## src/design/pfrt_pkg.sv

```systemverilog
`default_nettype none

package pfrt_pkg;

    // Default sizes of the block.
    localparam int COORD_WIDTH_DEF   = 24;
    localparam int ANGLE_WIDTH_DEF   = 16;
    localparam int CORDIC_STAGES_DEF = 16;

    // Inner angle format: one turn is 2^TURN_W units.
    localparam int TURN_W = 32;

    // Inverse CORDIC gain in Q0.16, about 0.6072529.
    localparam logic [15:0] KINV_Q16 = 16'd39797;

    // Configuration register indexes.
    typedef enum logic [2:0] {
        REG_PREV_ORIGIN_X = 3'd0,
        REG_PREV_ORIGIN_Y = 3'd1,
        REG_PREV_ANGLE    = 3'd2,
        REG_NEW_ORIGIN_X  = 3'd3,
        REG_NEW_ORIGIN_Y  = 3'd4,
        REG_NEW_ANGLE     = 3'd5
    } t_reg_index;

    // atan(2^-i) in 2^-32 turn units.
    function automatic logic [TURN_W-1:0] atan_turn(input int idx);
        logic [TURN_W-1:0] v;
        case (idx)
            0:  v = 32'd536870912;
            1:  v = 32'd316933406;
            2:  v = 32'd167458907;
            3:  v = 32'd85004756;
            4:  v = 32'd42667331;
            5:  v = 32'd21354465;
            6:  v = 32'd10679838;
            7:  v = 32'd5340245;
            8:  v = 32'd2670163;
            9:  v = 32'd1335087;
            10: v = 32'd667544;
            11: v = 32'd333772;
            12: v = 32'd166886;
            13: v = 32'd83443;
            14: v = 32'd41722;
            15: v = 32'd20861;
            16: v = 32'd10430;
            17: v = 32'd5215;
            18: v = 32'd2608;
            19: v = 32'd1304;
            20: v = 32'd652;
            21: v = 32'd326;
            22: v = 32'd163;
            23: v = 32'd81;
            default: v = '0;
        endcase
        return v;
    endfunction

endpackage

`default_nettype wire

```

## src/design/pfrt_cordic_stage.sv

```systemverilog
`default_nettype none

module pfrt_cordic_stage #(
    parameter int CW    = 44,
    parameter int SHIFT = 0
) (
    input  wire                               i_clk,
    input  wire                               i_rst_n,
    input  wire                               i_valid,
    input  wire  signed [CW-1:0]              i_x,
    input  wire  signed [CW-1:0]              i_y,
    input  wire  signed [pfrt_pkg::TURN_W-1:0] i_r,
    input  wire                               i_load_next,
    output logic                              o_load,
    output logic                              o_valid,
    output logic signed [CW-1:0]              o_x,
    output logic signed [CW-1:0]              o_y,
    output logic signed [pfrt_pkg::TURN_W-1:0] o_r
);
    import pfrt_pkg::*;

    localparam logic signed [TURN_W-1:0] ATAN = signed'(atan_turn(SHIFT));

    logic                     r_valid;
    logic signed [CW-1:0]     r_x;
    logic signed [CW-1:0]     r_y;
    logic signed [TURN_W-1:0] r_r;
    logic signed [CW-1:0]     n_x;
    logic signed [CW-1:0]     n_y;
    logic signed [TURN_W-1:0] n_r;
    logic signed [CW-1:0]     w_xs;
    logic signed [CW-1:0]     w_ys;

    // The register takes new data when it is empty or its content moves on.
    assign o_load = !r_valid || i_load_next;

    // One micro-rotation toward the remaining angle.
    always_comb begin
        w_xs = i_x >>> SHIFT;
        w_ys = i_y >>> SHIFT;
        if (!i_r[TURN_W-1]) begin
            n_x = i_x - w_ys;
            n_y = i_y + w_xs;
            n_r = i_r - ATAN;
        end else begin
            n_x = i_x + w_ys;
            n_y = i_y - w_xs;
            n_r = i_r + ATAN;
        end
    end

    // Valid bit of the stage.
    always_ff @(posedge i_clk) begin
        if (!i_rst_n) begin
            r_valid <= 1'b0;
        end else if (o_load) begin
            r_valid <= i_valid;
        end
    end

    // Stage data, loaded only on a transfer.
    always_ff @(posedge i_clk) begin
        if (o_load && i_valid) begin
            r_x <= n_x;
            r_y <= n_y;
            r_r <= n_r;
        end
    end

    assign o_valid = r_valid;
    assign o_x     = r_x;
    assign o_y     = r_y;
    assign o_r     = r_r;

endmodule

`default_nettype wire

```

## config.mk

```make
export PLATFORM = sky130hd
export DESIGN_NAME = pfrt_cordic_stage
export DESIGN_NICKNAME = d
export VERILOG_FILES = /design/src/design/pfrt_pkg.sv /design/src/design/pfrt_cordic_stage.sv
export SDC_FILE = /design/constraint.sdc
export NUM_CORES = 1
export LEC_CHECK = 0
export ABC_AREA = 1
export BUFFER_PORTS_ARGS = -buffer_cell sky130_fd_sc_hd__buf_2
export CORE_MARGIN = 2
export CORE_UTILIZATION = 55
export DETAILED_ROUTE_END_ITERATION = 10
export PLACE_DENSITY = 0.78
export RECOVER_POWER = 25
export SYNTH_ARGS = -nofsm -noshare
export SYNTH_HDL_FRONTEND = slang
export SYNTH_SLANG_ARGS = --single-unit
```

## constraint.sdc

```tcl
create_clock -name i_clk -period 8.1 [get_ports i_clk]
set_input_delay 0.405 -clock i_clk [delete_from_list [all_inputs] [get_ports i_clk]]
set_output_delay 0.405 -clock i_clk [all_outputs]
set_load 0.05 [all_outputs]
```

## Word-level counts from Yosys, hierarchy flattened

Index checks and enable logic that the tools add are counted.

| storage, ports and cells | value |
|---|---|
| bits in registers | 121 |
| logic and storage cells | 15 |

| operators by class | value |
|---|---|
| mux-type cells | 3 |
| add/sub/neg operators | 5 |
| reduce and logical (&&, ||, !) cells | 3 |

Operators by type and width:

| operator | count |
|---|---|
| $mux W44 | 2 |
| $sub A44 B44 Y44 | 2 |
| $add A44 B44 Y44 | 1 |
| $add A32 B31 Y32 const B | 1 |
| $mux W32 | 1 |
| $sub A32 B31 Y32 const B | 1 |
| $logic_and A1 B1 Y1 | 1 |
| $logic_not A1 Y1 | 1 |
| $logic_or A1 B1 Y1 | 1 |

## Depth between registers and ports, before layout

| depth | value |
|---|---|
| depth after elaboration | 3 |
| gate-level depth with buffers | 17 |

## Worst setup path after synthesis

OpenSTA, ideal clock, no wires.

| path | value |
|---|---|
| kind | register -> register |
| start point | register r_valid (netlist: o_valid) |
| end point | register r_r[0] (netlist: o_r[0]) (enable) |
| path slack | 1.144 ns |
| setup time | 0.636 ns |
| path buffers | 0 |
| stages on the path, launching flop included | 2 |
| data arrival time | 6.321 ns |
| path through | dfxtp_1 > a21oi_1 |

| between the ends | value |
|---|---|
| cells in the longest elaborated chain, start to end | 3 |

RTL lines:

| what | line | RTL |
|---|---|---|
| from (decl) | pfrt_cordic_stage.sv:24 | `logic r_valid;` |
| from (signal assigned) | pfrt_cordic_stage.sv:57 | `r_valid <= i_valid;` |
| $logic_not A1 Y1 | pfrt_cordic_stage.sv:35 | `assign o_load = !r_valid \|\| i_load_next;` |
| $logic_or A1 B1 Y1 | pfrt_cordic_stage.sv:35 |  |
| $logic_and A1 B1 Y1 | pfrt_cordic_stage.sv:63 | `if (o_load && i_valid) begin` |
| to (signal assigned) | pfrt_cordic_stage.sv:66 | `r_r <= n_r;` |
| to (decl) | pfrt_cordic_stage.sv:27 | `logic signed [TURN_W-1:0] r_r;` |

Every way passes these cells.
A chain may end at the register's enable or synchronous reset.

## Final worst setup path

| path | value |
|---|---|
| start point | register r_valid (netlist: o_valid) |
| end point | register r_x[40] (netlist: o_x[40]) (enable) |

| between the ends | value |
|---|---|
| cells in the longest elaborated chain, start to end | 3 |

RTL lines:

| what | line | RTL |
|---|---|---|
| $logic_not A1 Y1 | pfrt_cordic_stage.sv:35 |  |
| $logic_or A1 B1 Y1 | pfrt_cordic_stage.sv:35 |  |
| $logic_and A1 B1 Y1 | pfrt_cordic_stage.sv:63 |  |
| to (signal assigned) | pfrt_cordic_stage.sv:64 | `r_x <= n_x;` |
| to (decl) | pfrt_cordic_stage.sv:25 | `logic signed [CW-1:0] r_x;` |

Every way passes these cells.

==> metrics.md <==
| Metric | Value |
|---|---|
| CP max stage cell | `clkbuf_1` |
| GRT Total Usage | `between 30 and 40%` |
| Most frequent cells in the layout | `nand2_1, inv_1, nor2_1, nand3_1, buf_2` |
| First-pass GRT wire length | `roughly 85000 um` |
| Syn nets | `2684` |
| Share of cells above drive strength 1 | `between 10% and 20%` |
| Placed Cells | `2944` |
| RSZ-0062 raised after global routing | `false` |
| Die Ht | `about 170 um` |
| Tcrit/Tclk final | `48.1%` |
| Slew at the pin closest to its max-slew limit | `roughly 2700 ps` |
| Vias post-DR | `~17000` |
| Count of cell types in the netlist | `43` |
| Fraction of registers with async set/reset | `0%` |
| Slew Limit Fails | `44` |
| Number of global-route vias before repair | `between 15000 and 20000` |
| CP Class | `flop to flop` |
| Critical path's largest stage delay | `~1900 ps` |
| Initial antenna violation count | `1` |
| CP Launch Point | `o_valid` |
| Startpoint Class | `flop` |
| Row count | `60` |
| Buffers & Inverters on Critical Path | `2` |
| Vias/cell | `approximately 5.6` |
| Synthesized cell area | `between 10000 and 15000 um2` |
| EDFF count, synth | `roughly 120` |
| CP Cell Sequence | `a21oi_4, clkbuf_1, buf_4` |
| HP Class | `primary input to flop` |
| Fmax | `257 MHz` |
| CP endpoint | `o_x[40]` |
| Main synth FF type | `edfxtp_1` |
| Total Power | `between 2 and 3 mW` |
| Final min period | `between 3000 and 4000 ps` |
| P per Cell Area | `168 nW/um2` |
| Final ANT Viol Nets | `0` |
| Status | `finished with violations` |
| Max H-tree Level | `4` |
| Mux contribution to synthesized area | `less than 1%` |
| Final setup viols | `0` |
| Max-cap violations | `1` |
| Placer Congestion | `1.13` |
| Synth area leaders | `edfxtp_1, nand2_1, ha_1` |
| Yosys warnings | `0` |
| Setup bufs post-CTS | `0` |
| Area of the die | `between 20000 and 30000 um2` |
| Reg2reg end | `o_x[40]` |
| Hold WS | `133 ps` |
| Layout area overhead | `12.4%` |
| CTS Hold Bufs | `0` |
| CTS tree | `built` |
| Worst r2r path cells | `3` |
| Cell area after layout | `between 15000 and 20000 um2` |
| DP Area | `between 15000 and 20000 um2` |
| Post-synthesis compound-gate area fraction | `about a tenth` |
| Worst relative slew slack | `-82.3%` |
| I/O Buffers | `245` |
| Post-Syn Instances | `~2400` |
| Setup TNS | `0 ps` |
| Commonest non-fill, non-tap cell in the layout | `nand2_1` |
| WP data arrival | `~4000 ps` |
| Pre-antenna DRT Iters | `6` |
| Root buffer cell | `clkbuf_16` |
| DRT iter0 DRCs | `1814` |
| Worst setup EP type | `flop` |
| Clock latency on the worst-skew pair | `450 ps` |
| DRC | `0` |
| Leak Pwr | `roughly 9.1 nW` |
| Fin nets | `between 2000 and 3000` |
| Wire per inst | `19.2 um` |
| Initial core utilization | `a little under three fifths` |
| Final HPWL DP | `46800 um` |
| Largest delay share family, worst path | `buffers and inverters` |
| Fin cells | `2977` |
| Post-synth top area cell | `edfxtp_1` |
| Worst-path clk slew | `about 70 ps` |
| Final Hold Fails | `0` |
| Chip width | `around 170 um` |
| Final WL | `about 57000 um` |
| Total grt overflow | `0` |
| VDD IR-drop max | `0.0936 mV` |
| Failing checks | `max-capacitance violations, max-slew violations` |
| Largest family of logic cells by synthesized area | `simple AND/OR/NAND/NOR gates` |
| Post-synth top area share | `roughly a quarter` |
| R2r setup slk | `4200 ps` |
| Area of the core | `26700 um2` |
| Reg-to-Reg Start | `o_valid` |
| Critical Path Fanout Max | `77` |
| Largest net degree at the start of global routing | `a little under 80` |
| # resized after CTS | `0` |
| Clock tree sinks | `120` |
| Seq cells post-synth | `between 100 and 150` |
| Simple-gate share of the synthesized area | `37.6%` |
| Synth Area in Adders | `approximately an eighth` |
| CTS Buffer Depth | `2` |
| CP Depth | `3` |
| Fraction of the yosys area taken by sequential cells | `between 20% and 30%` |
| Synth Area in XOR/XNOR | `between 1 and 1.5%` |
| Data required, critical path | `about 8200 ps` |
| I/O pin count | `approximately 250` |
| Mapped Avg Cell Area | `6.15 um2` |
| Hold_sp | `i_r[2]` |
| Inserted Clock Buffers | `17` |
| Clock skew | `approximately 12 ps` |
sequential cells by signal (all words and copies together) (netlist names):
signal,flops
o_r,32
o_x,44
o_y,43
o_valid,1
Yosys cell counts (all sizes together), types with 3 or more instances:
cell type	number
o21ai	96
a21oi	131
and2	7
nand2	827
nor3	12
o21bai	28
nand3	217
buf	51
nor2	249
clkbuf	7
o22ai	10
xor2	24
or2	3
fa	4
nand4	24
a21boi	4
edfxtp	119
inv	444
ha	144
worst min path at each step:
stage | depth (start not counted) | to
2_1_floorplan | 0 | o_r[0]
3_3_place_gp | 2 | o_valid
3_5_place_dp | 2 | o_valid
4_1_cts | 1 | o_r[2]
5_1_grt | 1 | o_r[2]
6_report | 1 | o_r[2]
report_power, final:
part / total (mW) / switching, mW / internal (mW)
combinational: 1.20 / 0.901 / 0.299
clock: 0.814 / 0.377 / 0.437
sequential: 0.788 / 0.0174 / 0.770
logic make-up (layout without fill, tap and decap cells):
kind of cell             after synthesis  count (layout)
AND/OR/NAND/NOR                     1343            1343
buffers and inverters                502             725
AO/OA/AOI/OAI                        273             273
adder cells (fa/ha/maj)              148             148
flip-flops                           120             120
XOR/XNOR                              25              25
multiplexers                           1               1
other                                  0               1
area by class of cell:
| type | instances | area [um2] |
|---|---|---|
| flip-flops and latches | 120 | 3590 |
| well taps | 341 | 427 |
| diodes | 1 | 2.50 |
| fillers | 2645 | 10100 |
| clock inverters | 15 | 158 |
| inverters | 444 | 1670 |
| multi-input cells | 1790 | 9200 |
| repair buffers | 249 | 1200 |
| clock buffers | 17 | 425 |
through the flow:
stage	worst slack (ps)	utilization, %
5_1_grt	4020	62.4
3_3_place_gp	4920	60.4
6_report	4200	62.4
2_1_floorplan	1140	-
4_1_cts	5400	62.6
3_5_place_dp	4940	60.4
per-layer routing:
layer	track usage, %	vias to the layer above	part of all wire, %
met5	0	-	0.024
met4	20.8	2	5.5
met3	7.19	200	11
met2	64.5	1059	44
met1	50.0	7576	39
li1	-	7958	-
No activity file was read; power rests on OpenSTA's default activity.
